File: src/rtl/gbc_pkg.sv
// Shared types, constants and round functions for the GOST block cipher pipeline.
package gbc_pkg;

  localparam int unsigned NumRounds = 32;
  localparam int unsigned NumKeys   = 8;
  localparam int unsigned FwdRounds = 24;
  localparam int unsigned RevRounds = 8;
  localparam int unsigned RotAmt    = 11;
  localparam int unsigned HalfW     = 32;
  localparam int unsigned BlockW    = 64;
  localparam int unsigned KeyIdxW   = 3;
  localparam int unsigned CfgIdxW   = 4;

  typedef enum logic {
    FUNC_ENC = 1'b0,
    FUNC_DEC = 1'b1
  } gbc_func_t;

  typedef logic [NumKeys-1:0][HalfW-1:0] gbc_keys_t;

  typedef struct packed {
    logic             valid;
    gbc_func_t        func;
    logic [HalfW-1:0] left;
    logic [HalfW-1:0] right;
  } gbc_stage_t;

  localparam logic [HalfW-1:0] KEY_RESET [NumKeys] = '{
    32'h4FAF51BE, 32'h5C3D20EF, 32'h49BA3FCE, 32'h54C6A33E,
    32'h5B7E3D72, 32'hE95B3FC4, 32'hCE42D79A, 32'hBA591FFE
  };

  localparam logic [3:0] SBOX [8][16] = '{
    '{4'd4,  4'd10, 4'd9,  4'd2,  4'd13, 4'd8,  4'd0,  4'd14,
      4'd6,  4'd11, 4'd1,  4'd12, 4'd7,  4'd15, 4'd5,  4'd3},
    '{4'd14, 4'd11, 4'd4,  4'd12, 4'd6,  4'd13, 4'd15, 4'd10,
      4'd2,  4'd3,  4'd8,  4'd1,  4'd0,  4'd7,  4'd5,  4'd9},
    '{4'd5,  4'd8,  4'd1,  4'd13, 4'd10, 4'd3,  4'd4,  4'd2,
      4'd14, 4'd15, 4'd12, 4'd7,  4'd6,  4'd0,  4'd9,  4'd11},
    '{4'd7,  4'd13, 4'd10, 4'd1,  4'd0,  4'd8,  4'd9,  4'd15,
      4'd14, 4'd4,  4'd6,  4'd12, 4'd11, 4'd2,  4'd5,  4'd3},
    '{4'd6,  4'd12, 4'd7,  4'd1,  4'd5,  4'd15, 4'd13, 4'd8,
      4'd4,  4'd10, 4'd9,  4'd14, 4'd0,  4'd3,  4'd11, 4'd2},
    '{4'd4,  4'd11, 4'd10, 4'd0,  4'd7,  4'd2,  4'd1,  4'd13,
      4'd3,  4'd6,  4'd8,  4'd5,  4'd9,  4'd12, 4'd15, 4'd14},
    '{4'd13, 4'd11, 4'd4,  4'd1,  4'd3,  4'd15, 4'd5,  4'd9,
      4'd0,  4'd10, 4'd14, 4'd7,  4'd6,  4'd8,  4'd2,  4'd12},
    '{4'd1,  4'd15, 4'd13, 4'd0,  4'd5,  4'd7,  4'd10, 4'd4,
      4'd9,  4'd2,  4'd3,  4'd14, 4'd6,  4'd11, 4'd8,  4'd12}
  };

  // Key word used by a round for the given direction; round is an elaboration constant.
  function automatic logic [KeyIdxW-1:0] key_sel(input int unsigned rnd, input gbc_func_t f);
    logic [KeyIdxW-1:0] ki;
    if (f == FUNC_ENC) begin
      ki = (rnd < FwdRounds) ? KeyIdxW'(rnd) : KeyIdxW'(NumRounds - 1 - rnd);
    end else begin
      ki = (rnd < RevRounds) ? KeyIdxW'(rnd) : KeyIdxW'(NumRounds - 1 - rnd);
    end
    return ki;
  endfunction

  // Substitute all eight nibbles, then rotate left.
  function automatic logic [HalfW-1:0] round_fn(input logic [HalfW-1:0] t);
    logic [HalfW-1:0] u;
    for (int i = 0; i < 8; i++) begin
      u[4*i +: 4] = SBOX[i][t[4*i +: 4]];
    end
    return {u[HalfW-RotAmt-1:0], u[HalfW-1:HalfW-RotAmt]};
  endfunction

endpackage

File: src/rtl/gbc_key_regs.sv
// Key word registers written through the configuration channel.
module gbc_key_regs (
  input  logic                        clk,
  input  logic                        rst_n,
  input  logic                        cfg_valid,
  input  logic [gbc_pkg::CfgIdxW-1:0] cfg_index,
  input  logic [gbc_pkg::HalfW-1:0]   cfg_data,
  output gbc_pkg::gbc_keys_t          keys
);

  gbc_pkg::gbc_keys_t keys_r;
  gbc_pkg::gbc_keys_t keys_nxt;

  always_comb begin
    keys_nxt = keys_r;
    // drop writes beyond the last key word
    if (cfg_valid && (cfg_index < gbc_pkg::CfgIdxW'(gbc_pkg::NumKeys))) begin
      keys_nxt[cfg_index[gbc_pkg::KeyIdxW-1:0]] = cfg_data;
    end
  end

  always_ff @(posedge clk) begin
    if (!rst_n) begin
      for (int i = 0; i < gbc_pkg::NumKeys; i++) begin
        keys_r[i] <= gbc_pkg::KEY_RESET[i];
      end
    end else begin
      keys_r <= keys_nxt;
    end
  end

  assign keys = keys_r;

endmodule

File: config.mk
export PLATFORM = sky130hd
export DESIGN_NAME = gbc_key_regs
export DESIGN_NICKNAME = d
export VERILOG_FILES = /design/src/rtl/gbc_pkg.sv /design/src/rtl/gbc_key_regs.sv
export SDC_FILE = /design/constraint.sdc
export NUM_CORES = 1
export LEC_CHECK = 0
export BUFFER_PORTS_ARGS = -buffer_cell sky130_fd_sc_hd__buf_2
export CAP_MARGIN = 20
export CELL_PAD_IN_SITES_DETAIL_PLACEMENT = 0
export CELL_PAD_IN_SITES_GLOBAL_PLACEMENT = 2
export CORE_ASPECT_RATIO = 2
export CORE_MARGIN = 5
export CORE_UTILIZATION = 32
export DETAILED_ROUTE_END_ITERATION = 10
export PLACE_DENSITY_LB_ADDON = 0.12
export SLEW_MARGIN = 20
export SYNTH_ARGS = -nofsm -noshare
export SYNTH_HDL_FRONTEND = slang
export SYNTH_SLANG_ARGS = --single-unit
export TNS_END_PERCENT = 5
File: constraint.sdc
create_clock -name clk -period 2.4 [get_ports clk]
set_input_delay 0.48 -clock clk [delete_from_list [all_inputs] [get_ports clk]]
set_output_delay 0.48 -clock clk [all_outputs]
set_load 0.005 [all_outputs]
==> impl_metrics.yaml <==
synth:
  yosys.area_share.simple_pct: 10.8
  synth-compound-area-share_pct: 18.0
  synthCells: 1000
  avgSynthCellArea_um2: 9.46
  syn_nets: 1039
  synth_mux_area_share_pct: 11.3
  synthDistinctLibCells: 24
  synth_warnings: 0
  synth_xor_area_share_pct: 0
  synth_top_family_by_area: "compound AO/OA/AOI/OAI gates"
  netlist_area_mm2: 0.00946
  yosys.area_share.adder_pct: 0
  ys_seq_area_share_pct: 54.2
  ys_ff_latch: 256
worst_setup_path:
  crit_chain: "buf_2 -> or3b_2 -> buf_4 -> o21ai_0 -> o211ai_1"
  crit_start: "cfg_index[3]"
  slowest_stage: "or3b_2"
  crit_type: "in -> reg"
  r2r_end: "keys[149]"
  worstPathRequired_ns: 2.80
  start_kind: "input port"
  cp-endpoint: "keys[105]"
  critical-path-top-delay-family: "simple AND/OR/NAND/NOR gates"
  crit_fanout: 30
  rrSetupSlack_ns: 1.63
  regToRegStartpoint: "keys[149]"
  crit_path_end_kind: "flip-flop"
  cp.arrival_ns: 2.08
  crit_buf_inv: 2
  cp.depth: 5
  cpPeakStageDelay_ns: 0.80
  ff2ff_path_depth: 3
clocking:
  clk_pin_slew_ns: 0.07
  htreeDepth: 1
  cts_hold_buf: 0
  cts_root_buf: "clkbuf_16"
  cts_buffers: 24
  cts_resized: 0
  clock_path_buffers: 3
  clock_sinks: 256
  cts_setup_buffers: 0
  clk_latency_ns: 0.52
  cts_tree: "done"
layout:
  nFillCells: 3104
  final_nets: 1305
  area_growth_pct: 28.7
  final_cell_mix: "buf_2, dfxtp_1, nand2_1"
  post_layout_nonfiller_instances: 1647
  layout_commonest_cell: "buf_2"
  final_core_util_pct: 41.4
  design_area_mm2: 0.0122
  seqCellArea_mm2: 0.00512
  drive_above_1_share_pct: 29.6
  largest_reg_flops: 256
  multiInputGateArea_mm2: 0.00384
floorplanning:
  die_y_um: 253
  rows: 89
  dieArea_mm2: 0.0333
  core-area_mm2: 0.0294
  die_w_um: 132
  start_util_pct: 32.2
  io_pins: 295
route:
  ant_nets: 0
  dr.first_iter.drc_count: 506
  route.detailed.drc: 0
  viasPerCell: 5.01
  post_drt_wl_per_cell_um: 22.8
  routed-via-count: 8258
  dr.pass1.iters: 5
  finalWirelength_um: 37600
timing:
  maxSlewHeadroom_pct: 47.5
  grt_setup_unrepaired: "false"
  whs_ns: 0.241
  fin_crit_sh_pct: 70.1
  fin_crit_ns: 1.68
  fin_skew_ns: 0
  hold_viol: 0
  fin_setup_tns_ns: 0
  setup_ws_ns: 0.717
  worst_slew_pin_slew_ns: 0.788
  maxSlewViolCount: 0
  setup_violations: 0
  fmax_mhz: 594
power_and_ir_drop:
  power_density_mw_per_mm2: 722
  ir_drop_uv: 475
  p_leak_nw: 5.42
  total_power_mw: 8.78
worst_hold_path:
  hp-class: "in -> reg"
  min_from: "cfg_data[1]"
placed_design:
  dp_slack_ns: 0.202
  portBuffers: 294
  place_area_mm2: 0.0114
  place_inst: 1604
  post-dp-hpwl_um: 27700
  place_congestion: 0.792
flow_run:
  cap_viol_max_count: 0
grt:
  overflow: 0
  grt_pass1_wl_um: 55400
  grt_max_degree: 61
  track_usage_pct: 21.6
  antenna_found_initial: 1
  grt_pass1_vias: 8249
outcome:
  status: "finished, final reports clean"
synthesized netlist by cell type, drive strengths merged:
| master | instances | share of area (%) |
|---|---|---|
| inv | 39 | 1.5 |
| dfxtp | 256 | 54 |
| nand2 | 146 | 5.8 |
| nand2b | 32 | 2.1 |
| nor3b | 1 | 0.079 |
| clkbuf | 69 | 2.7 |
| o211ai | 114 | 9.0 |
| or3b | 1 | 0.093 |
| and3b | 1 | 0.093 |
| nor2b | 15 | 0.99 |
| nor3 | 2 | 0.22 |
| nor2 | 4 | 0.21 |
| a31oi | 4 | 0.26 |
| mux2i | 107 | 11 |
| a21oi | 56 | 3.0 |
| o21ai | 109 | 5.8 |
| nand3b | 1 | 0.079 |
| buf | 21 | 1.3 |
| nand3 | 22 | 1.2 |
worst register-to-register path: stages (launching register included):
cell	delay, ns
dfxtp_1	0.34
nand2b_1	0.14
a21oi_1	0.12
a21oi_1	0.05
area by class of cell:
| type | instances | area share [%] |
|---|---|---|
| diodes | 1 | 0.0206 |
| clock buffers | 34 | 5.75 |
| clock inverters | 8 | 0.535 |
| inverters | 39 | 1.20 |
| multi-input cells | 615 | 31.5 |
| flip-flops and latches | 256 | 42.1 |
| well taps | 364 | 3.74 |
| repair buffers | 330 | 15.1 |
cell families (layout without fill, tap and decap cells):
group / after synthesis / in the layout
AO/OA/AOI/OAI: 283 / 283
buffers and inverters: 129 / 411
flip-flops: 256 / 256
multiplexers: 107 / 107
other: 0 / 1
AND/OR/NAND/NOR: 225 / 225
worst min path at each step:
| stage | end | slack (ns) | cells after the start |
|---|---|---|---|
| floorplan | keys[0] | 0.45 | 2 |
| global placement | keys[44] | 0.44 | 2 |
| detailed placement | keys[54] | 0.45 | 2 |
| CTS | keys[161] | 0.22 | 3 |
| global route | keys[254] | 0.24 | 3 |
| finish | keys[161] | 0.24 | 3 |
routing by layer:
metal	track usage [%]	vias to the layer above	part of all wire (%)
li1	-	3998	-
met1	25.1	3960	39
met2	40.2	256	54
met3	3.94	44	5.1
met4	6.33	0	2.6
met5	0	-	0
power by group:
| part | switching, mW | internal, mW | leakage [nW] |
|---|---|---|---|
| combinational | 0.428 | 0.191 | 2.96 |
| sequential | 0.0396 | 4.32 | 2.08 |
| clock | 1.67 | 2.13 | 0.384 |
| total | 2.14 | 6.65 | 5.42 |
(Power assumes the default switching activity.)
