## src/rtl/gbc_pkg.sv

```systemverilog
// Shared types, constants and round functions for the GOST block cipher pipeline.
package gbc_pkg;

  localparam int unsigned NumRounds = 32;
  localparam int unsigned NumKeys   = 8;
  localparam int unsigned FwdRounds = 24;
  localparam int unsigned RevRounds = 8;
  localparam int unsigned RotAmt    = 11;
  localparam int unsigned HalfW     = 32;
  localparam int unsigned BlockW    = 64;
  localparam int unsigned KeyIdxW   = 3;
  localparam int unsigned CfgIdxW   = 4;

  typedef enum logic {
    FUNC_ENC = 1'b0,
    FUNC_DEC = 1'b1
  } gbc_func_t;

  typedef logic [NumKeys-1:0][HalfW-1:0] gbc_keys_t;

  typedef struct packed {
    logic             valid;
    gbc_func_t        func;
    logic [HalfW-1:0] left;
    logic [HalfW-1:0] right;
  } gbc_stage_t;

  localparam logic [HalfW-1:0] KEY_RESET [NumKeys] = '{
    32'h4FAF51BE, 32'h5C3D20EF, 32'h49BA3FCE, 32'h54C6A33E,
    32'h5B7E3D72, 32'hE95B3FC4, 32'hCE42D79A, 32'hBA591FFE
  };

  localparam logic [3:0] SBOX [8][16] = '{
    '{4'd4,  4'd10, 4'd9,  4'd2,  4'd13, 4'd8,  4'd0,  4'd14,
      4'd6,  4'd11, 4'd1,  4'd12, 4'd7,  4'd15, 4'd5,  4'd3},
    '{4'd14, 4'd11, 4'd4,  4'd12, 4'd6,  4'd13, 4'd15, 4'd10,
      4'd2,  4'd3,  4'd8,  4'd1,  4'd0,  4'd7,  4'd5,  4'd9},
    '{4'd5,  4'd8,  4'd1,  4'd13, 4'd10, 4'd3,  4'd4,  4'd2,
      4'd14, 4'd15, 4'd12, 4'd7,  4'd6,  4'd0,  4'd9,  4'd11},
    '{4'd7,  4'd13, 4'd10, 4'd1,  4'd0,  4'd8,  4'd9,  4'd15,
      4'd14, 4'd4,  4'd6,  4'd12, 4'd11, 4'd2,  4'd5,  4'd3},
    '{4'd6,  4'd12, 4'd7,  4'd1,  4'd5,  4'd15, 4'd13, 4'd8,
      4'd4,  4'd10, 4'd9,  4'd14, 4'd0,  4'd3,  4'd11, 4'd2},
    '{4'd4,  4'd11, 4'd10, 4'd0,  4'd7,  4'd2,  4'd1,  4'd13,
      4'd3,  4'd6,  4'd8,  4'd5,  4'd9,  4'd12, 4'd15, 4'd14},
    '{4'd13, 4'd11, 4'd4,  4'd1,  4'd3,  4'd15, 4'd5,  4'd9,
      4'd0,  4'd10, 4'd14, 4'd7,  4'd6,  4'd8,  4'd2,  4'd12},
    '{4'd1,  4'd15, 4'd13, 4'd0,  4'd5,  4'd7,  4'd10, 4'd4,
      4'd9,  4'd2,  4'd3,  4'd14, 4'd6,  4'd11, 4'd8,  4'd12}
  };

  // Key word used by a round for the given direction; round is an elaboration constant.
  function automatic logic [KeyIdxW-1:0] key_sel(input int unsigned rnd, input gbc_func_t f);
    logic [KeyIdxW-1:0] ki;
    if (f == FUNC_ENC) begin
      ki = (rnd < FwdRounds) ? KeyIdxW'(rnd) : KeyIdxW'(NumRounds - 1 - rnd);
    end else begin
      ki = (rnd < RevRounds) ? KeyIdxW'(rnd) : KeyIdxW'(NumRounds - 1 - rnd);
    end
    return ki;
  endfunction

  // Substitute all eight nibbles, then rotate left.
  function automatic logic [HalfW-1:0] round_fn(input logic [HalfW-1:0] t);
    logic [HalfW-1:0] u;
    for (int i = 0; i < 8; i++) begin
      u[4*i +: 4] = SBOX[i][t[4*i +: 4]];
    end
    return {u[HalfW-RotAmt-1:0], u[HalfW-1:HalfW-RotAmt]};
  endfunction

endpackage

```

## src/rtl/gbc_round.sv

```systemverilog
// One registered Feistel round of the cipher pipeline.
module gbc_round #(
  parameter int unsigned RoundIdx = 0
) (
  input  logic                clk,
  input  logic                rst_n,
  input  gbc_pkg::gbc_stage_t stage_in,
  input  gbc_pkg::gbc_keys_t  keys,
  output gbc_pkg::gbc_stage_t stage_out
);

  localparam logic [gbc_pkg::KeyIdxW-1:0] EncKey =
    gbc_pkg::key_sel(RoundIdx, gbc_pkg::FUNC_ENC);
  localparam logic [gbc_pkg::KeyIdxW-1:0] DecKey =
    gbc_pkg::key_sel(RoundIdx, gbc_pkg::FUNC_DEC);

  logic [gbc_pkg::HalfW-1:0] rkey;
  logic [gbc_pkg::HalfW-1:0] sum;
  gbc_pkg::gbc_stage_t       stage_r;
  gbc_pkg::gbc_stage_t       stage_nxt;

  always_comb begin
    rkey = (stage_in.func == gbc_pkg::FUNC_ENC) ? keys[EncKey] : keys[DecKey];
    sum  = stage_in.right + rkey;
    stage_nxt.valid = stage_in.valid;
    stage_nxt.func  = stage_in.func;
    stage_nxt.left  = stage_in.right;
    stage_nxt.right = gbc_pkg::round_fn(sum) ^ stage_in.left;
  end

  always_ff @(posedge clk) begin
    if (!rst_n) begin
      stage_r.valid <= 1'b0;
    end else begin
      stage_r.valid <= stage_nxt.valid;
    end
    stage_r.func  <= stage_nxt.func;
    stage_r.left  <= stage_nxt.left;
    stage_r.right <= stage_nxt.right;
  end

  assign stage_out = stage_r;

endmodule

```

## config.mk

```make
export PLATFORM = sky130hd
export DESIGN_NAME = gbc_round
export DESIGN_NICKNAME = d
export VERILOG_FILES = /design/src/rtl/gbc_pkg.sv /design/src/rtl/gbc_round.sv
export SDC_FILE = /design/constraint.sdc
export NUM_CORES = 1
export LEC_CHECK = 0
export ABC_AREA = 1
export BUFFER_PORTS_ARGS = -buffer_cell sky130_fd_sc_hd__buf_2
export CAP_MARGIN = 10
export CORE_AREA = 2 2 151 153
export DETAILED_ROUTE_END_ITERATION = 10
export DIE_AREA = 0 0 153 155
export HOLD_SLACK_MARGIN = 0.15
export PLACE_DENSITY = 0.63
export SLEW_MARGIN = 20
export SYNTH_ARGS = -nofsm -noshare
export SYNTH_HDL_FRONTEND = slang
export SYNTH_SLANG_ARGS = --single-unit
```

## constraint.sdc

```tcl
create_clock -name clk -period 4.5 [get_ports clk]
set_input_delay 1.35 -clock clk [delete_from_list [all_inputs] [get_ports clk]]
set_output_delay 1.35 -clock clk [all_outputs]
set_load 0.005 [all_outputs]
```

==> metrics.csv, run 1 <==
metric,value,unit
synthCells,884,
root_buffer,clkbuf_16,
cts.sinks,66,
die-area,0.02372,mm^2
p_leak,4.092,nW
slew-limit-headroom,63.70,%
slew_viol_final,0,
met2_length,6621,um
gp_congestion,0.8774,
clkTransAtPathRegs,0.07,ns
start_kind,primary input,
largest_reg_flops,66,
nFillCells,2465,
dr.first_iter.drc_count,279,
postRouteWirelength,18930,um
hp-start,stage_in[64],
fin_crit_sh,84.01,%
drc,0,
wl_met1,9742,um
synth.distinct_cells,37,
synth_top_family_by_area,simple AND/OR/NAND/NOR gates,
clk_path_buf_depth,2,
power.density,366.8,mW/mm^2
core,0.02223,mm^2
path_class,primary input to flop,
routed_via_density,4.299,
end_kind,flop,
hold_depth,1,
drt-pass1-iter-count,5,
port_buffers,165,
holdBufCountCts,0,
numCtsBuffers,9,
tritoncts,yes,
status,"complete, no violations",
ys_ff_latch,66,
yosys.area_share.simple,37.11,%
io_pins,390,
final_nets,1458,
vias,5803,
grt_max_degree,15,
syn2layout_area_growth,25.94,%
rsz0062_at_grt,no,
ys_warn_count,0,
critical_path.cell_chain,buf_2 -> ha_1 -> inv_1 -> fa_1 -> inv_1 -> nand3_1 -> nand2_2 -> nand3_1 -> nand3_1 -> xor2_1 -> inv_1 -> ha_1 -> o21ai_0 -> inv_1 -> o21ai_0 -> nand2_1 -> nand2_1 -> nand2_1,
worstHoldEndpoint,stage_out[64]$_DFF_P_,
grt_pass1_wl,28900,um
wl_per_cell,14.02,um
dp_hpwl,16290,um
synthAdderAreaFrac,16.43,%
hold_viol,0,
drive_gt1_share,21.03,%
cts_setup_buffers,0,
min_path_type,primary input to flop,
total_power,2.625,mW
cts_resized,0,
max-cap-violations,0,
cts.htree.levels,3,
postRouteAntennaNets,0,
hold-worst-slack,1.112,ns
grt.total_usage,15.96,%
tightest_slew,0.5388,ns
grt.overflow.total,0,
ys_seq_area_share,23.25,%
n_antenna_cell,0,
grt_pass1_vias,5508,
fp.dieH,155,um
syn_avg_cell_area,6.427,um^2
synth-xor-area-share,6.827,%
rows,55,
syn-num-nets,1282,
highest_layer,met5,
muxShareOfSynthArea,0.1762,%
cpMaxStageDelayCell,fa_1,
die_w,153,um
crit_top_cell,inv_1,
setup_viol,0,
fin_tns_setup,0,ns
antenna_found_initial,4,
fin_crit,3.780,ns
cp.required,4.72,ns
timing.fmax,264.5,MHz
syn_area,0.005682,mm^2
initial_core_util,25.56,%
cp.arrival,4.00,ns
wl_met3,2195,um
crit_fanout,4,
slowest_delay,0.39,ns
ir_worst_vdd,180.7,uV
synth_compound_area_share,7.135,%
==> worst max-delay path, delay by kind of cell <==
family	cells	cell delay, ns
AOI/OAI and AO/OA	2	0.25
xor gates and xnor gates	1	0.34
and+or+nand+nor	7	0.76
buffers and inverters	5	0.44
adders and majority gates	3	0.86
==> routing by layer <==
layer	vias to the layer above	global-route usage, %
met5	-	0
met4	4	4.850
met3	27	8.050
met2	170	20.78
met1	2492	22.58
li1	3110	-
==> layout by cell type, fill, tap and decap left out, types with 5 or more instances in the layout <==
master,synthesis,routed
nand4_1,5,5
buf_2,2,165
nand3b_1,9,9
xnor2_1,16,16
nand2_2,14,14
nand3_1,69,69
o21bai_1,6,6
nor2_1,54,54
a21oi_1,27,27
clkbuf_16,0,9
xor2_1,19,19
ha_1,73,73
nand2_1,329,329
inv_1,128,128
dfxtp_1,66,66
o21ai_0,20,20
==> layout make-up <==
class	count	area, um^2	area share (%)
Clock inverter	7	61.31	0.8568
Tap cell	285	356.6	4.983
Timing Repair Buffer	167	840.8	11.75
Multi-Input combinational cell	682	3845	53.73
Clock buffer	9	225.2	3.147
Inverter	134	505.5	7.064
Sequential cell	66	1321	18.46
==> worst max-delay path by stage <==
| stage | startpoint | end | slack (ns) | cells after the start |
|---|---|---|---|---|
| after detailed placement | stage_in[0] | stage_out[26]$_DFF_P_ | 0.32 | 18 |
| final | stage_in[0] | stage_out[26]$_DFF_P_ | 0.72 | 18 |
| after floorplan | stage_in[0] | stage_out[0]$_DFF_P_ | 0.87 | 18 |
| after global placement | stage_in[0] | stage_out[26]$_DFF_P_ | 0.36 | 18 |
| after global routing | stage_in[7] | stage_out[23]$_DFF_P_ | 0.45 | 14 |
| after CTS | stage_in[0] | stage_out[26]$_DFF_P_ | 0.69 | 18 |
==> stage by stage <==
stage	utilization (%)	cell area [um^2]	cells	setup WS, ns
after global placement	30.90	6869	1334	0.3554
final	32.19	7156	1350	0.7195
after CTS	32.19	7156	1350	0.6876
after global routing	32.19	7156	1350	0.4504
after detailed placement	30.90	6869	1334	0.3226
after floorplan	-	5682	884	0.8651
==> report_power, final <==
part	leakage (nW)	total (mW)	internal, mW	switching, mW
Clock	0.135	0.701	0.383	0.318
Combinational	3.40	1.18	0.448	0.733
Sequential	0.557	0.743	0.713	0.0305
==> logic make-up (layout without fill, tap and decap cells) <==
| group | count (synthesis) | count (layout) |
|---|---|---|
| buf+inv | 136 | 317 |
| xor+xnor | 40 | 40 |
| simple gates | 497 | 497 |
| flops | 66 | 66 |
| fa+ha+maj | 74 | 74 |
| mux | 1 | 1 |
| compound gates | 70 | 70 |
==> cell usage after synthesis, drive strengths merged <==
cell | instances | share of area (%)
dfxtp | 66 | 23
o21a | 1 | 0.13
xor2 | 23 | 4.1
inv | 133 | 8.8
nand3b | 11 | 1.6
a21oi | 27 | 2.4
ha | 73 | 16
nand2 | 344 | 23
mux2i | 1 | 0.18
nor2 | 56 | 3.8
or2 | 2 | 0.22
clkinv | 1 | 0.066
a21o | 2 | 0.26
nand3 | 71 | 6.4
xnor2 | 17 | 2.8
buf | 2 | 0.18
fa | 1 | 0.35
a31oi | 3 | 0.33
a21boi | 1 | 0.20
o22ai | 1 | 0.11
o211ai | 4 | 0.53
o21ai | 25 | 2.4
o21bai | 6 | 0.79
nor3 | 8 | 1.1
nand4 | 5 | 0.55
Power figures use the tool's default switching activity.
==> run 2: changes to the inputs <==
--- a/config.mk
+++ b/config.mk
@@ -12,7 +12,7 @@
 export DETAILED_ROUTE_END_ITERATION = 10
 export DIE_AREA = 0 0 153 155
 export HOLD_SLACK_MARGIN = 0.15
-export PLACE_DENSITY = 0.63
+export PLACE_DENSITY = 0.65
 export SLEW_MARGIN = 20
 export SYNTH_ARGS = -nofsm -noshare
 export SYNTH_HDL_FRONTEND = slang
==> constraint.sdc (replaced) <==
create_clock -name clk -period 3.3 [get_ports clk]
set_input_delay 0.99 -clock clk [delete_from_list [all_inputs] [get_ports clk]]
set_output_delay 0.99 -clock clk [all_outputs]
set_load 0.005 [all_outputs]
==> run 2 against run 1 <==
Net effect:
- utilization up 3.8 points
- global-route usage is 0.87 points higher
- final area rose by 12%
- non-clock buffer count rose by 93
==> metrics.csv, run 2 (synthesized netlist as in run 1, its figures left out) <==
metric,value,unit,change
status,"complete, no violations",,
slew-limit-headroom,68.74,%,+5.0 points
tightest_slew,0.4656,ns,-0.07321 ns
grt.total_usage,16.84,%,+0.87 points
end_kind,flop,,
die_w,153,um,unchanged
path_class,primary input to flop,,
core,0.02223,mm^2,unchanged
timing.fmax,324.7,MHz,
fin_crit,3.079,ns,
max-cap-violations,0,,unchanged
nFillCells,2392,,-3.0%
total_power,4.057,mW,+55%
grt_pass1_wl,30710,um,+6.2%
critical_path.cell_chain,buf_2 -> ha_2 -> inv_1 -> fa_2 -> inv_2 -> nand3_1 -> nand2_2 -> nand3_2 -> nand3_4 -> inv_1 -> o21ai_2 -> xor2_1 -> ha_1 -> inv_1 -> nand2_2 -> nand2_1 -> nand2_1 -> nand3b_1 -> nand2_1,,
slew_viol_final,0,,unchanged
holdBufCountCts,0,,unchanged
cts.sinks,66,,unchanged
gp_congestion,0.8778,,about the same
mostFrequentLayoutCells,"322 x nand2_1, 165 x buf_2, 127 x inv_1",,
postRouteAntennaNets,0,,unchanged
cts.htree.levels,3,,unchanged
ir_worst_vdd,310.7,uV,+72%
tritoncts,yes,,
clkTransAtPathRegs,0.07,ns,about the same
p_leak,4.589,nW,+12%
multi_input_area,0.003929,mm^2,+2.2%
root_buffer,clkbuf_16,,
cpMaxStageDelayCell,fa_2,,
drc,0,,unchanged
antenna_found_initial,2,,-2
routed_via_density,4.265,,-0.79%
slowest_delay,0.35,ns,-0.04 ns
fin_crit_sh,93.31,%,
vias,6158,,+6.1%
cp.arrival,3.32,ns,-0.68 ns
die-area,0.02372,mm^2,unchanged
cp.required,3.54,ns,-1.18 ns
rows,55,,unchanged
grt.overflow.total,0,,unchanged
final_common_cell,nand2_1,,
io_pins,390,,unchanged
start_kind,primary input,,
hold-worst-slack,0.7402,ns,-0.3720 ns
cp_num_buf_inv,5,,unchanged
setup_viol,0,,unchanged
final_nets,1551,,+6.4%
seq_area,0.001321,mm^2,unchanged
dp_hpwl,16800,um,+3.1%
syn2layout_area_growth,40.87,%,
drt-pass1-iter-count,5,,unchanged
min_path_type,primary input to flop,,
crit_fanout,3,,-1
port_buffers,165,,unchanged
grt_max_degree,14,,-1
clk_path_buf_depth,2,,unchanged
rsz0062_at_grt,no,,
postRouteWirelength,19730,um,+4.2%
dr.first_iter.drc_count,347,,+24%
wl_per_cell,13.66,um,-2.6%
fp.dieH,155,um,unchanged
power.density,506.9,mW/mm^2,+38%
cp_top_family,adder cells,,
grt_pass1_vias,6037,,+9.6%
drive_gt1_share,29.02,%,+8.0 points
initial_core_util,25.56,%,unchanged
largest_reg_flops,66,,unchanged
hold_viol,0,,unchanged
numCtsBuffers,9,,unchanged
## run 2: cell count changes in the layout (fill, tap and decap cells not counted), sizes merged
cell,previous run,this run
buf,167,260
bufinv,0,3
clkinv,3,4
clkinvlp,2,0
diode,0,1
inv,136,134
## run 2: routing by layer
layer | wire length (um) | global-route usage (%) | vias to the layer above
met1 | 10120 | 23.64 | 2683
met4 | 270 | 4.277 | 0
met2 | 7299 | 23.17 | 169
met5 | 0 | 0 | -
li1 | - | - | 3288
met3 | 2039 | 7.660 | 18
## run 2: path summary, 6_finish.rpt
kind          from                     to  slack (ns)  depth (start not counted)
max    stage_in[0]   stage_out[0]$_DFF_P_        0.22                         19
min   stage_in[64]  stage_out[64]$_DFF_P_        0.74                          1
## run 2: repair_timing
action | in CTS | in global routing
buffers inserted | 0 | 4
pin swaps | 0 | 3
gates resized for setup | 1 | 23
setup endpoints to repair | 1 | 11
## run 2: layout make-up
class | count | area share (%)
clock buffer | 9 | 2.814
clock inverter | 7 | 1.563
sequential | 66 | 16.51
inverter | 134 | 6.315
antenna | 1 | 0.03126
timing repair buffer | 260 | 19.23
multi-input combinational | 682 | 49.09
tap | 285 | 4.455
## run 2: through the flow
stage | util, % | setup TNS (ns) | std cells | worst slack (ns) | cell area, um^2
6_report | 36.01 | 0 | 1444 | 0.2207 | 8004
2_1_floorplan | - | 0 | 884 | 0.02506 | 5682
5_1_grt | 36.00 | 0 | 1443 | 0.01043 | 8001
3_5_place_dp | 33.91 | -3.532 | 1423 | -0.3613 | 7537
4_1_cts | 35.51 | 0 | 1439 | 0.06599 | 7893
3_3_place_gp | 33.91 | -3.021 | 1423 | -0.3285 | 7537
## run 2: power breakdown
part           leakage [nW]  internal [mW]  switching [mW]
sequential            0.557          0.972          0.0445
combinational          3.86          0.813            1.06
clock                 0.170          0.745           0.420
